### src/hw/rtl/knps_pkg.sv
// Shared types and constants for the k-nearest point selector.
// No dependencies; imported by knps_dist and the top level.
`timescale 1ns / 1ps
`default_nettype none
package knps_pkg;

  localparam int unsigned MaxKeep = 32;
  localparam int unsigned IdxW    = $clog2(MaxKeep);
  localparam int unsigned CntW    = $clog2(MaxKeep + 1);
  localparam int unsigned CoordW  = 16;
  localparam int unsigned DistW   = 32;
  localparam int unsigned EntryW  = 3 * CoordW + DistW;
  localparam int unsigned KcfgW   = 6;
  localparam logic [KcfgW-1:0] KeepReset = KcfgW'(32);

  typedef struct packed {
    logic [DistW-1:0]  sq_dist;
    logic [CoordW-1:0] pz;
    logic [CoordW-1:0] py;
    logic [CoordW-1:0] px;
  } entry_t;

  typedef enum logic [2:0] {
    StIdle,
    StScan,
    StShift,
    StEmitRd,
    StEmit
  } state_e;

endpackage
`default_nettype wire

### src/hw/rtl/knps_dist.sv
// Squared-distance stage: one registered square per coordinate, then the sum.
// Depends on knps_pkg.
`timescale 1ns / 1ps
`default_nettype none
module knps_dist (
  input  wire logic                         clk_i,
  input  wire logic                         load_i,
  input  wire logic [knps_pkg::CoordW-1:0] x_i,
  input  wire logic [knps_pkg::CoordW-1:0] y_i,
  input  wire logic [knps_pkg::CoordW-1:0] z_i,
  output logic      [knps_pkg::DistW-1:0]  dist_o
);
  import knps_pkg::*;

  logic [DistW-1:0] sx_q, sy_q, sz_q;
  logic signed [DistW-1:0] xs, ys, zs;

  // Sign-extend first so the products are formed at full width.
  assign xs = DistW'($signed(x_i));
  assign ys = DistW'($signed(y_i));
  assign zs = DistW'($signed(z_i));

  // Squares of signed 16-bit values fit in 31 bits; the sum fits in 32.
  always_ff @(posedge clk_i) begin
    if (load_i) begin
      sx_q <= DistW'(xs * xs);
      sy_q <= DistW'(ys * ys);
      sz_q <= DistW'(zs * zs);
    end
  end

  assign dist_o = sx_q + sy_q + sz_q;
endmodule
`default_nettype wire

### config.mk
export PLATFORM = sky130hd
export DESIGN_NAME = knps_dist
export DESIGN_NICKNAME = d
export VERILOG_FILES = /design/src/hw/rtl/knps_pkg.sv /design/src/hw/rtl/knps_dist.sv
export SDC_FILE = /design/constraint.sdc
export NUM_CORES = 2
export LEC_CHECK = 0
export BUFFER_PORTS_ARGS = -buffer_cell sky130_fd_sc_hd__clkbuf_2
export CORE_ASPECT_RATIO = 2
export CORE_UTILIZATION = 65
export CTS_BUF_LIST = sky130_fd_sc_hd__clkbuf_4 sky130_fd_sc_hd__clkbuf_8 sky130_fd_sc_hd__clkbuf_16
export DETAILED_ROUTE_END_ITERATION = 8
export GPL_TIMING_DRIVEN = 0
export HOLD_SLACK_MARGIN = 0.02
export PLACE_DENSITY = 0.82
export REMOVE_ABC_BUFFERS = 1
export SETUP_SLACK_MARGIN = 0.1
export SYNTH_ARGS = -nofsm -noshare
export SYNTH_HDL_FRONTEND = slang
export SYNTH_SLANG_ARGS = --single-unit
### constraint.sdc
create_clock -name clk_i -period 8.8 [get_ports clk_i]
set_input_delay 1.32 -clock clk_i [delete_from_list [all_inputs] [get_ports clk_i]]
set_output_delay 1.32 -clock clk_i [all_outputs]
set_load 0.005 [all_outputs]
# Word level (Yosys, flattened, before mapping)
# Cells that the tools add are included.
[totals]
out_inout_bits = 32
word_cells = 8
ff_bits = 96
input_bits = 50
[op_classes]
multipliers = 3
n_addsub = 2
[op_table]
columns = ["operator", "count"]
rows = [
  ["16-bit by 16-bit multiplier with 32-bit output", 3],
  ["32-bit adder", 2],
]

# Depth between registers and ports, before layout
[logic_depth]
depth_word = 2
ltp_mapped = 25
mapped_depth_nobuf = 23

# Worst setup path before layout
# OpenSTA, ideal clock, no wires.
[synth_path]
kind = "input-to-reg"
from = "input port y_i[15] (netlist bit)"
to = "register sy_q[30] (data pin)"
setup_time_ns = 0.260
path_slack_ns = 1.455
path_stages = 22
required_time_ns = 8.540
arrival_time_ns = 7.084
path_buffers = 3
path_cell_list = "clkbuf_1 -> inv_1 -> buf_1 -> nor2_1 -> fa_1 -> fa_1 -> fa_1 -> fa_1 -> fa_1 -> inv_1 -> fa_1 -> inv_1 -> ha_1 -> buf_2 -> nand4_1 -> or3_1 -> a211oi_1 -> nand3b_1 -> o211ai_1 -> a31oi_1 -> mux2i_1 -> nand2_1"
[synth_via]
elab_chain_len = 1
[synth_lines]
columns = ["element", "line_no", "source"]
rows = [
  ["start: declaration", "knps_dist.sv:9", "input wire logic [knps_pkg::CoordW-1:0] y_i,"],
  ["16-bit by 16-bit multiplier with 32-bit output", "knps_dist.sv:27", "sy_q <= DistW'(ys * ys);"],
  ["end signal: assignment", "knps_dist.sv:27", ""],
  ["end: declaration", "knps_dist.sv:15", "logic [DistW-1:0] sx_q, sy_q, sz_q;"],
]
# Every way passes these cells.
# A chain may end at the register's enable or synchronous reset.

# Final worst setup path
[layout_path]
from = "input port z_i[15] (netlist bit)"
to = "register sz_q[31] (data pin)"
[layout_via]
elab_chain_len = 1
[layout_lines]
columns = ["element", "line_no", "source"]
rows = [
  ["start: declaration", "knps_dist.sv:10", "input wire logic [knps_pkg::CoordW-1:0] z_i,"],
  ["16-bit by 16-bit multiplier with 32-bit output", "knps_dist.sv:28", "sz_q <= DistW'(zs * zs);"],
  ["end signal: assignment", "knps_dist.sv:28", ""],
  ["end: declaration", "knps_dist.sv:15", ""],
]
# Every way passes these cells.

==> results.yml <==
status:
  outcome: "completed"
floorplanning:
  placement_rows: 114
  floorplan.die.height_um: 315
  horizontal_extent_of_the_die_um: 159
  design.portCount: 82
  coreArea_um2: 48400
  effective_utilization_at_floorplan_pct: 65.9
  design.die.area_um2: 50000
cts:
  clock_path_buffers: 2
  cts_htree_levels: 3
  clock_sink_count: 93
  holdBufCountCts: 0
  clock_tree_from_tritoncts: "yes"
  clock_input_transition_at_the_sequential_cells_of_the_worst_setup_and_hold_paths_ns: 0.07
  cts_inserted_buffers: 9
  cts-root-buf: "clkbuf_16"
setup_path:
  timing.setup.critical_path_class: "input pin to register"
  critPathMaxStageDelay_ns: 0.93
  cp_top_family: "adder cells"
  critical_path.cell_chain: "clkbuf_2 -> clkinvlp_4 -> buf_4 -> nor2_1 -> fa_1 -> fa_1 -> fa_1 -> fa_1 -> fa_1 -> inv_1 -> fa_1 -> inv_1 -> ha_1 -> a21oi_1 -> o21ai_0 -> or3_1 -> o22a_1 -> o211ai_1 -> a31oi_1 -> nor4_1 -> a311o_1"
  timing.critical_path.required_ns: 8.87
  cp-start-kind: "input pin"
  crit_fanout: 20
  crit_arrival_ns: 8.38
  worst_path_max_delay_cell: "fa_1"
  setup.worst_path.end_class: "register"
  worstPathBufferInverterCount: 5
  crit_top_cell: "fa_1"
cells_and_area:
  layout.core_utilization_pct: 68.5
  post_route_cells_drive_above_1_share_pct: 4.23
  design.final.nets: 4410
  layout_common_cells: "inv_1, fa_1, ha_1, nand2_1, nor2_1"
  fillers: 3643
  syn2layout_area_growth_pct: 3.95
  layout.cells.most_common: "inv_1"
  insertedDiodeCount: 0
placement:
  final_weighted_congestion_in_routability_driven_placement: 0.971
  place_ws_ns: -0.0364
  dp_hpwl_um: 62900
  port_buffers: 81
sta:
  post-route-min-period_ns: 8.30
  timing.slew.headroom_pct: 54.2
  layout_worst_path_cycle_share_pct: 94.4
  final_setup_fails: 0
  finalMaxSlewViolations: 0
  timing.final.ws_setup_ns: 0.495
  setup_repair_after_global_routing_missed_its_margin: "false"
  final_number_of_hold_violating_endpoints: 0
  clock.fmax_mhz: 120
  tightest_slew_ns: 0.679
grt:
  via_count_of_the_first_global_routing_pass: 25400
  grt-ovfl-total: 0
  grt_antenna_before_repair: 0
  grt_start_max_net_pins: 62
  grt_pass1_wl_um: 122000
  global_route.usage.total_pct: 32.3
flow_run:
  max_cap_viol_count: 0
drt:
  detail_route.drc_violations: 0
  routed_via_density: 5.64
  firstDrtPassIters: 5
  initialDrtViolationCount: 1164
  routed_wirelength_um: 73100
  detail_route.wl_per_cell_um: 18.4
  ant_nets: 0
  routed_via_count: 22400
hold_path:
  hold-path-endpoint: "sz_q[0]"
  hold_path_class: "input pin to register"
  hold_path.startpoint: "z_i[0]"
  min_delay_path_depth: 1
synthesis:
  yosys_register_bits: 93
  syn-mean-instance-area_um2: 9.65
  synth_largest_area_cell: "fa_1"
  yosysTopAreaCellShare_pct: 46.1
  synth_enable_flop_cells: 93
  synth_cells: 3302
  synth.cell_area_um2: 31900
  ys_dominant_reg_cell: "edfxtp_1"
  synth_sequential_area_ratio_pct: 8.77
  synth_cell_type_count: 75
  yosys-top-cells-area: "fa_1, ha_1, inv_1"
  synth.yosys.warnings: 0
  synth-async-reset-ratio_pct: 0
## what timing repair did
action | CTS | global route
buffers inserted | 0 | 3
gates resized for setup | 0 | 1
setup endpoints to repair | 0 | 2
## per-layer routing
metal | part of all wire (%) | vias up | track usage [%]
met2 | 55 | 749 | 59.8
met3 | 4.0 | 387 | 2.90
li1 | - | 9943 | -
met4 | 9.4 | 0 | 24.8
met5 | 0 | - | 0
met1 | 31 | 11300 | 32.7
## flip-flops by register name, summed over array words and instances, names as in the netlist
register and count:
sx_q 31, sy_q 31, sz_q 31
## metrics by stage
step / instance area, um2 / cells / hold slack (ns) / TNS (ns)
floorplan: 31600 / 3229 / 1.42 / 0
global placement: 32800 / 3948 / 1.83 / -0.0423
detailed placement: 32800 / 3949 / 1.81 / -0.0674
CTS: 33100 / 3965 / 1.44 / 0
global route: 33100 / 3968 / 1.47 / 0
finish: 33100 / 3968 / 1.48 / 0
## cell type report
class / count / area, um2 / share of cell area (%)
flip-flops and latches: 93 / 2790 / 8.43
clock buffers: 9 / 225 / 0.680
repair buffers: 85 / 458 / 1.38
well taps: 638 / 798 / 2.41
multi-input cells: 2172 / 25200 / 75.9
inverters: 964 / 3620 / 10.9
clock inverters: 7 / 70.1 / 0.212
## worst max path at each step
stage | slack, ns | depth (start not counted) | to | startpoint
after detailed placement | -0.04 | 18 | sz_q[28] | z_i[15]
after floorplan | 1.65 | 18 | sz_q[31] | z_i[15]
after global placement | -0.04 | 18 | sz_q[28] | z_i[15]
final | 0.50 | 21 | sz_q[31] | z_i[15]
after CTS | 0.31 | 18 | sz_q[28] | z_i[15]
after global routing | 0.19 | 21 | sz_q[31] | z_i[15]
## cells in the mapped netlist (7+ instances only)
library cell and number:
a211oi_1 11, a21boi_0 8, a21o_1 46, a21oi_1 86, a31o_2 14, and2_1 120, and3_1 16, clkbuf_1 64
edfxtp_1 93, fa_1 733, ha_1 302, inv_1 963, mux2i_1 7, nand2_1 256, nand2b_1 15, nand3_1 33
nand4_1 10, nor2_1 145, nor2b_1 16, nor3_1 20, o21a_1 9, o21ai_0 37, o21bai_1 18, or2_2 8
or3_1 8, xnor2_1 122, xor2_1 30
## kinds of logic after synthesis
group / after synthesis / share of synthesized area [%]
buffers and inverters: 1039 / 12.3
adders and majority gates: 1035 / 57.9
and+or+nand+nor: 667 / 9.85
AOI/OAI and AO/OA: 307 / 6.70
xor gates and xnor gates: 152 / 4.18
DFF: 93 / 8.77
muxes: 8 / 0.255
other: 1 / 0.0118
Power is left out: the tool's default activity adds up to more than one toggle a clock period on the data nets, which glitch-free logic cannot reach.
