### config.mk
export PLATFORM = sky130hd
export DESIGN_NAME = knps_ram
export DESIGN_NICKNAME = d
export VERILOG_FILES = /design/src/hw/rtl/knps_ram.sv
export SDC_FILE = /design/constraint.sdc
export NUM_CORES = 1
export LEC_CHECK = 0
export BUFFER_PORTS_ARGS = -buffer_cell sky130_fd_sc_hd__buf_2
export CAP_MARGIN = 25
export CORE_MARGIN = 8
export CORE_UTILIZATION = 60
export CTS_CLUSTER_DIAMETER = 60
export DETAILED_ROUTE_END_ITERATION = 12
export PLACE_DENSITY = 0.82
export REMOVE_ABC_BUFFERS = 1
export SLEW_MARGIN = 20
export SYNTH_ARGS = -nofsm -noshare
export SYNTH_HDL_FRONTEND = slang
export SYNTH_SLANG_ARGS = --single-unit
export TNS_END_PERCENT = 1
### constraint.sdc
create_clock -name clk_i -period 2.61 [get_ports clk_i]
set_input_delay 0.522 -clock clk_i [delete_from_list [all_inputs] [get_ports clk_i]]
set_output_delay 0.522 -clock clk_i [all_outputs]
set_load 0.005 [all_outputs]
### src/hw/rtl/knps_ram.sv
// Generic single-port-write, single-read synchronous RAM with registered read.
// No dependencies.
`timescale 1ns / 1ps
`default_nettype none
module knps_ram #(
  parameter int unsigned Width = 8,
  parameter int unsigned Depth = 16
) (
  input  wire logic                     clk_i,
  input  wire logic                     we_i,
  input  wire logic [$clog2(Depth)-1:0] waddr_i,
  input  wire logic [Width-1:0]         wdata_i,
  input  wire logic [$clog2(Depth)-1:0] raddr_i,
  output logic      [Width-1:0]         rdata_o
);
  logic [Width-1:0] mem_q [Depth];

  always_ff @(posedge clk_i) begin
    if (we_i) begin
      mem_q[waddr_i] <= wdata_i;
    end
    rdata_o <= mem_q[raddr_i];
  end
endmodule
`default_nettype wire

=== After elaboration in Yosys (flattened, before gate mapping) ===
Memories as Yosys holds them, arrays and structs flattened. A register that Yosys moved wholly into a read port is not among the register bits.
Index checks and enable logic that the tools add are counted.

* Mux-type cells: 2

{| class="wikitable"
|+ Operator list
! kind !! count
|-
| 1-bit 2-to-1 mux || 2
|}

* Input bits: 18
* Memory bits (writable): 128
* Memories: 1
* Bits in registers: 0
* Output and inout bits: 8
* Word-level logic and storage cells: 3

{| class="wikitable"
|+ Memory list
! memory !! words !! bits a word !! rd ports !! clocked after Yosys merged registers in !! write ports !! line !! text
|-
| mem_q || 16 || 8 || 1 || 1 || 1 || 16 || <nowiki>logic [Width-1:0] mem_q [Depth];</nowiki>
|}

=== Depth between registers and ports, before layout ===
Gate-level depths: netlist of the first run.

* Word-level depth: 2
* Gate-level depth with buffers: 5
* Depth with buffers taken out: 3

=== Worst setup path before layout of the first run ===
No wires, ideal clock.

* Path type: in2reg
* Start point: input waddr_i[2]
* End point: memory mem_q[0][0] (enable)
* Setup slack: 0.595 ns
* Arrival time: 1.632 ns
* Required time: 2.227 ns
* Library setup time: 0.383 ns
* Buffers on the path: 0
* Cell stages on the path: 2
* Path through: or3b_2 nor3_1

{| class="wikitable"
|+ RTL lines
! item !! line !! text
|-
| start: declaration || 11 || <nowiki>input wire logic [$clog2(Depth)-1:0] waddr_i,</nowiki>
|-
| end: declaration || 16 ||
|}

No word-level cell before the write port.

=== Final worst setup path of the first run ===
* Start point: input waddr_i[2]
* End point: memory mem_q[1][5] (enable)

No word-level cell before the write port.

==> impl_metrics.json, run 1 <==
{
  "dp_hpwl_um": 6380,
  "max_freq_mhz": 607,
  "switchingPower_mw": 0.974,
  "vias": 2571,
  "crit_start": "waddr_i[2]",
  "crit_type": "primary input to flip-flop",
  "cp_max_fo": 8,
  "chipHeight_um": 109,
  "cts_num_sinks": 136,
  "comb_power_share": 0.046,
  "synth_seq_cells": 136,
  "swShare": 0.201,
  "ys_warn_count": 0,
  "synth-seq-area-share": 0.778,
  "wl_per_cell_um": 25.6,
  "syn-cell-area_um2": 5150,
  "tightest_slew_ns": 0.809,
  "clk_path_buf_depth": 2,
  "cts_setup_buffers": 0,
  "crit_family": "simple AND/OR/NAND/NOR gates",
  "drt_pre_antenna_iters": 5,
  "fin_ws_ns": 0.963,
  "met2WireLength_um": 5240,
  "grt_setup_unrepaired": "no",
  "cp.arrival_ns": 1.78,
  "hold_class": "primary input to flip-flop",
  "crit_chain": "buf_2 > or3b_2 > nor2_1",
  "drcViolationCount": 0,
  "grt_antenna_before_repair": 0,
  "routed_wl_um": 10300,
  "setup_tns_ns": 0,
  "layout-drive-gt1-share": 0.310,
  "slew_headroom": 0.459,
  "yosysTopAreaCell": "edfxtp_1",
  "critPathMaxStageDelay_ns": 0.64,
  "root_buffer": "clkbuf_8",
  "finClkSkew_ns": 0.00803,
  "grt_max_degree": 17,
  "portBuffers": 25,
  "cts_tree": "done",
  "pwr-share-seq": 0.508,
  "start_kind": "primary input",
  "grt_pass1_wl_um": 15500,
  "cp_slowest_cell": "nor2_1",
  "layout_commonest_cell": "edfxtp_1",
  "num_antenna_cells": 0,
  "dp_slack_ns": 0.435,
  "power.total_mw": 4.84,
  "start_util": 0.623,
  "routed.top_layer": "met4",
  "r2r_start": "mem_q[8][3]",
  "clkTransAtPathRegs_ns": 0.06,
  "drt_iter0_markers": 257,
  "wl_met1_um": 4080,
  "synthToLayoutAreaGrowth_pct": 16.9,
  "num_io_pins": 26,
  "die_w_um": 109,
  "p_int_mw": 3.87,
  "wl_met3_um": 843,
  "final_cell_mix": "edfxtp_1, buf_2, buf_4",
  "power_density_nw_per_um2": 805,
  "avgSynthCellArea_um2": 22.5,
  "grt_pass1_vias": 2748,
  "setup_violations": 0,
  "maxCapViolations": 0,
  "n_fill_cell": 474,
  "syn-instance-count": 229,
  "synth_top_area_frac": 0.747,
  "gr-usage-all-layers": 0.190,
  "cts_buffers": 17,
  "ant_nets": 0,
  "status": "finished, final reports clean",
  "path_buf_inv": 1,
  "cp.required_ns": 2.75,
  "yosysUniqueCellTypes": 19,
  "cts_hold_buf": 0,
  "fin_crit_ns": 1.65,
  "dieArea_um2": 11800,
  "clkLatencyLatePin_ns": 0.52,
  "power_frac_clock": 0.446,
  "end_kind": "flip-flop",
  "p_leak_nw": 2.07,
  "routed_via_density": 6.40,
  "drv_slew": 0,
  "fp.coreArea_um2": 8260,
  "overflow": 0,
  "cts_max_level": 4,
  "rows": 33,
  "cts_resized": 0,
  "layout.nets": 302,
  "finalCritPeriodShare": 0.631,
  "hold_start": "wdata_i[3]",
  "ir_drop_mv": 0.559,
  "yosys-top-cells-area": "edfxtp_1, mux4_2, mux4_1",
  "gp_congestion": 0.746,
  "hold_viol_final": 0
}
## worst paths after layout
kind                            cells after the start  slack (ns)      endpoint
worst max-delay path                                3        0.96   mem_q[1][5]
worst max register to register                      3        1.12    rdata_o[3]
worst min-delay path                                1        0.39  mem_q[14][3]
worst min register to register                      3        0.69    rdata_o[0]
## stage by stage
stage / hold slack, ns / instance area (um2) / utilization / instances
detailed placement: 0.671 / 5480 / 0.663 / 370
floorplan: 0.621 / 5060 / - / 219
finish: 0.388 / 6020 / 0.729 / 402
global placement: 0.656 / 5480 / 0.663 / 370
global route: 0.376 / 6020 / 0.729 / 402
CTS: 0.371 / 6020 / 0.729 / 402
## cell usage after synthesis (all sizes together)
| cell | instances |
|---|---|
| nand3b | 2 |
| a22oi | 16 |
| nor2b | 1 |
| nand2b | 2 |
| edfxtp | 128 |
| nor3 | 4 |
| dfxtp | 8 |
| clkdlybuf4s25 | 3 |
| nor2 | 13 |
| buf | 7 |
| nand2 | 9 |
| nand3 | 1 |
| mux4 | 32 |
| and2b | 1 |
| or3b | 1 |
| and2 | 1 |
## flip-flops by register name, summed over array words and instances (netlist names)
register	flops
mem_q	128
rdata_o	8
## routing by layer
metal,GRT usage,vias up
li1,-,1088
met1,0.234,1321
met2,0.305,147
met3,0.0584,15
met4,0.0850,0
met5,0,-
## worst reg2reg max path, cell delays in order, from the launching register on
cell	delay [ns]
edfxtp_1	0.37
mux4_1	0.50
a22oi_1	0.35
nand2_1	0.13
## cell type report
| cell class | instances | area (um2) | share of cell area |
|---|---|---|---|
| Multi-Input combinational cell | 83 | 1060 | 0.176 |
| Clock inverter | 8 | 72.6 | 0.0121 |
| Clock buffer | 24 | 470 | 0.0782 |
| Tap cell | 105 | 131 | 0.0218 |
| Timing Repair Buffer | 46 | 283 | 0.0470 |
| Sequential cell | 136 | 4000 | 0.665 |
## logic make-up after synthesis
| group | synth area share |
|---|---|
| buf+inv | 0.0168 |
| flops | 0.778 |
| simple gates | 0.0318 |
| compound gates | 0.0233 |
| mux | 0.150 |
## power by group through the flow
stage          clock (mW)  combinational [mW]  sequential, mW
2_1_floorplan           0              0.0979            2.50
3_3_place_gp            0               0.214            2.50
3_5_place_dp            0               0.222            2.50
4_1_cts              2.18               0.225            2.46
5_1_grt              2.27               0.239            2.46
6_report             2.16               0.223            2.46
Note: power is estimated with default switching activity, not from simulation.
==> inputs of run 2 (changes only) <==
--- a/config.mk
+++ b/config.mk
@@ -8,10 +8,10 @@
 export BUFFER_PORTS_ARGS = -buffer_cell sky130_fd_sc_hd__buf_2
 export CAP_MARGIN = 25
 export CORE_MARGIN = 8
-export CORE_UTILIZATION = 60
+export CORE_UTILIZATION = 54
 export CTS_CLUSTER_DIAMETER = 60
 export DETAILED_ROUTE_END_ITERATION = 12
-export PLACE_DENSITY = 0.82
+export PLACE_DENSITY = 0.78
 export REMOVE_ABC_BUFFERS = 1
 export SLEW_MARGIN = 20
 export SYNTH_ARGS = -nofsm -noshare
==> constraint.sdc (replaced) <==
create_clock -name clk_i -period 1.4 [get_ports clk_i]
set_input_delay 0.28 -clock clk_i [delete_from_list [all_inputs] [get_ports clk_i]]
set_output_delay 0.28 -clock clk_i [all_outputs]
set_load 0.005 [all_outputs]
==> impl_metrics.json, run 2 (synthesis results as in run 1) <==
{
  "ant_nets": 0,
  "power_density_nw_per_um2": 1480,
  "grt_max_degree": 24,
  "largest_reg_flops": 128,
  "seq_area_um2": 4000,
  "top_regs": "mem_q x128, rdata_o x8",
  "gp_congestion": 0.753,
  "grt_pass1_vias": 2619,
  "num_antenna_cells": 0,
  "routed_via_density": 5.70,
  "power.total_mw": 9.00,
  "cts_num_sinks": 136,
  "drt_pre_antenna_iters": 4,
  "cts_buffers": 17,
  "use_met3": 0.0539,
  "r2r_slack_ns": 0.07,
  "use_met1": 0.185,
  "setup_violations": 0,
  "worstRegToRegCells": 3,
  "comb_power_share": 0.047,
  "grt-busiest-layer": "met2",
  "hold_start": "wdata_i[6]",
  "end_kind": "flip-flop",
  "wl_per_cell_um": 22.0,
  "multiInputGateArea_um2": 1060,
  "overflow": 0,
  "status": "finished, final reports clean",
  "swShare": 0.197,
  "portBuffers": 25,
  "root_buffer": "clkbuf_8",
  "drt_iter0_markers": 142,
  "pwr-share-seq": 0.509,
  "fin_hold_ws_ns": 0.147,
  "dieArea_um2": 12900,
  "vias": 2433,
  "start_kind": "flip-flop",
  "start_util": 0.557,
  "n_fill_cell": 614,
  "grt_antenna_before_repair": 2,
  "rr_endpoint": "rdata_o[1]",
  "dp_hpwl_um": 6100,
  "drv_slew": 0,
  "layout-drive-gt1-share": 0.309,
  "cts_tree": "done",
  "num_io_pins": 26,
  "ir_drop_mv": 0.997,
  "layout_commonest_cell": "edfxtp_1",
  "maxCapViolations": 0,
  "drcViolationCount": 0,
  "clk_path_buf_depth": 2,
  "fin_crit_ns": 1.33,
  "cts_setup_buffers": 0,
  "cp.arrival_ns": 1.72,
  "cp_max_fo": 1,
  "final_cells": 427,
  "r2r_start": "mem_q[1][1]",
  "power_frac_clock": 0.444,
  "final_cell_mix": "edfxtp_1, buf_2, buf_4",
  "clkLatencyLatePin_ns": 0.51,
  "die_w_um": 114,
  "setup_tns_ns": 0,
  "p_leak_nw": 2.08,
  "slew_headroom": 0.528,
  "hold_path_depth": 1,
  "finalCritPeriodShare": 0.947,
  "hold_end": "mem_q[2][6]",
  "top_register": "mem_q",
  "cts_max_level": 4,
  "synthToLayoutAreaGrowth_pct": 18.3,
  "grt.met2_usage": 0.251,
  "cp.required_ns": 1.80,
  "switchingPower_mw": 1.77,
  "tightest_slew_ns": 0.707,
  "chipHeight_um": 114,
  "cts_hold_buf": 0,
  "routed_wl_um": 9390,
  "fp.coreArea_um2": 9240,
  "hold_viol_final": 0,
  "max_freq_mhz": 754,
  "dp_slack_ns": -0.269,
  "p_int_mw": 7.23,
  "fin_ws_ns": 0.0738,
  "grt_setup_unrepaired": "no",
  "rows": 35,
  "crit_type": "flip-flop to flip-flop",
  "cts_resized": 0,
  "grt_pass1_wl_um": 14200,
  "gr-usage-all-layers": 0.155,
  "layout.nets": 304,
  "clkTransAtPathRegs_ns": 0.06,
  "finClkSkew_ns": 0.00446,
  "dp_cells": 396,
  "hold_class": "primary input to flip-flop"
}
-- run 2: changes by cell type in the layout (fill, tap and decap cells not counted) --
| cell | change |
|---|---|
| buf_12 | +3 |
| buf_4 | -1 |
| bufinv_16 | +1 |
| clkbuf_1 | -2 |
| clkbuf_8 | -3 |
| clkinv_1 | +3 |
| clkinv_2 | +1 |
| clkinv_4 | -1 |
-- run 2: area by class of cell --
cell class | instances | share of cell area
multi-input combinational | 83 | 0.174
clock buffer | 19 | 0.0692
tap | 129 | 0.0265
clock inverter | 12 | 0.0181
timing repair buffer | 48 | 0.0551
sequential | 136 | 0.657
-- run 2: worst max-delay path by stage --
stage                  endpoint  slack [ns]   startpoint  depth (start not counted)
floorplan           mem_q[0][0]       -0.37   waddr_i[2]                          2
global placement     rdata_o[5]       -0.23   raddr_i[0]                          5
detailed placement   rdata_o[5]       -0.27   raddr_i[0]                          5
CTS                  rdata_o[1]        0.06  mem_q[1][1]                          3
global route         rdata_o[5]        0.05  mem_q[9][5]                          3
finish               rdata_o[1]        0.07  mem_q[1][1]                          3
-- run 2: worst max-delay path, cell delays in order (launching register included) --
cell	delay, ns
edfxtp_1	0.38
mux4_1	0.51
a22oi_1	0.23
nand2_1	0.09
-- run 2: metal layers --
layer | vias up | wire length, um
met3 | 15 | 528
met4 | 4 | 131
met2 | 68 | 4670
li1 | 1087 | -
met1 | 1259 | 4040
met5 | - | 17
-- run 2: stage by stage --
stage,instance area (um2),util
4_1_cts,6090,0.659
6_report,6090,0.659
5_1_grt,6090,0.659
3_5_place_dp,5560,0.601
3_3_place_gp,5560,0.601
2_1_floorplan,5060,-
-- run 2: power groups by stage --
| stage | sequential [mW] | combinational [mW] | clock [mW] |
|---|---|---|---|
| 2_1_floorplan | 4.66 | 0.182 | 0 |
| 3_3_place_gp | 4.66 | 0.407 | 0 |
| 3_5_place_dp | 4.66 | 0.422 | 0 |
| 4_1_cts | 4.58 | 0.428 | 4.05 |
| 5_1_grt | 4.59 | 0.456 | 4.20 |
| 6_report | 4.58 | 0.421 | 3.99 |
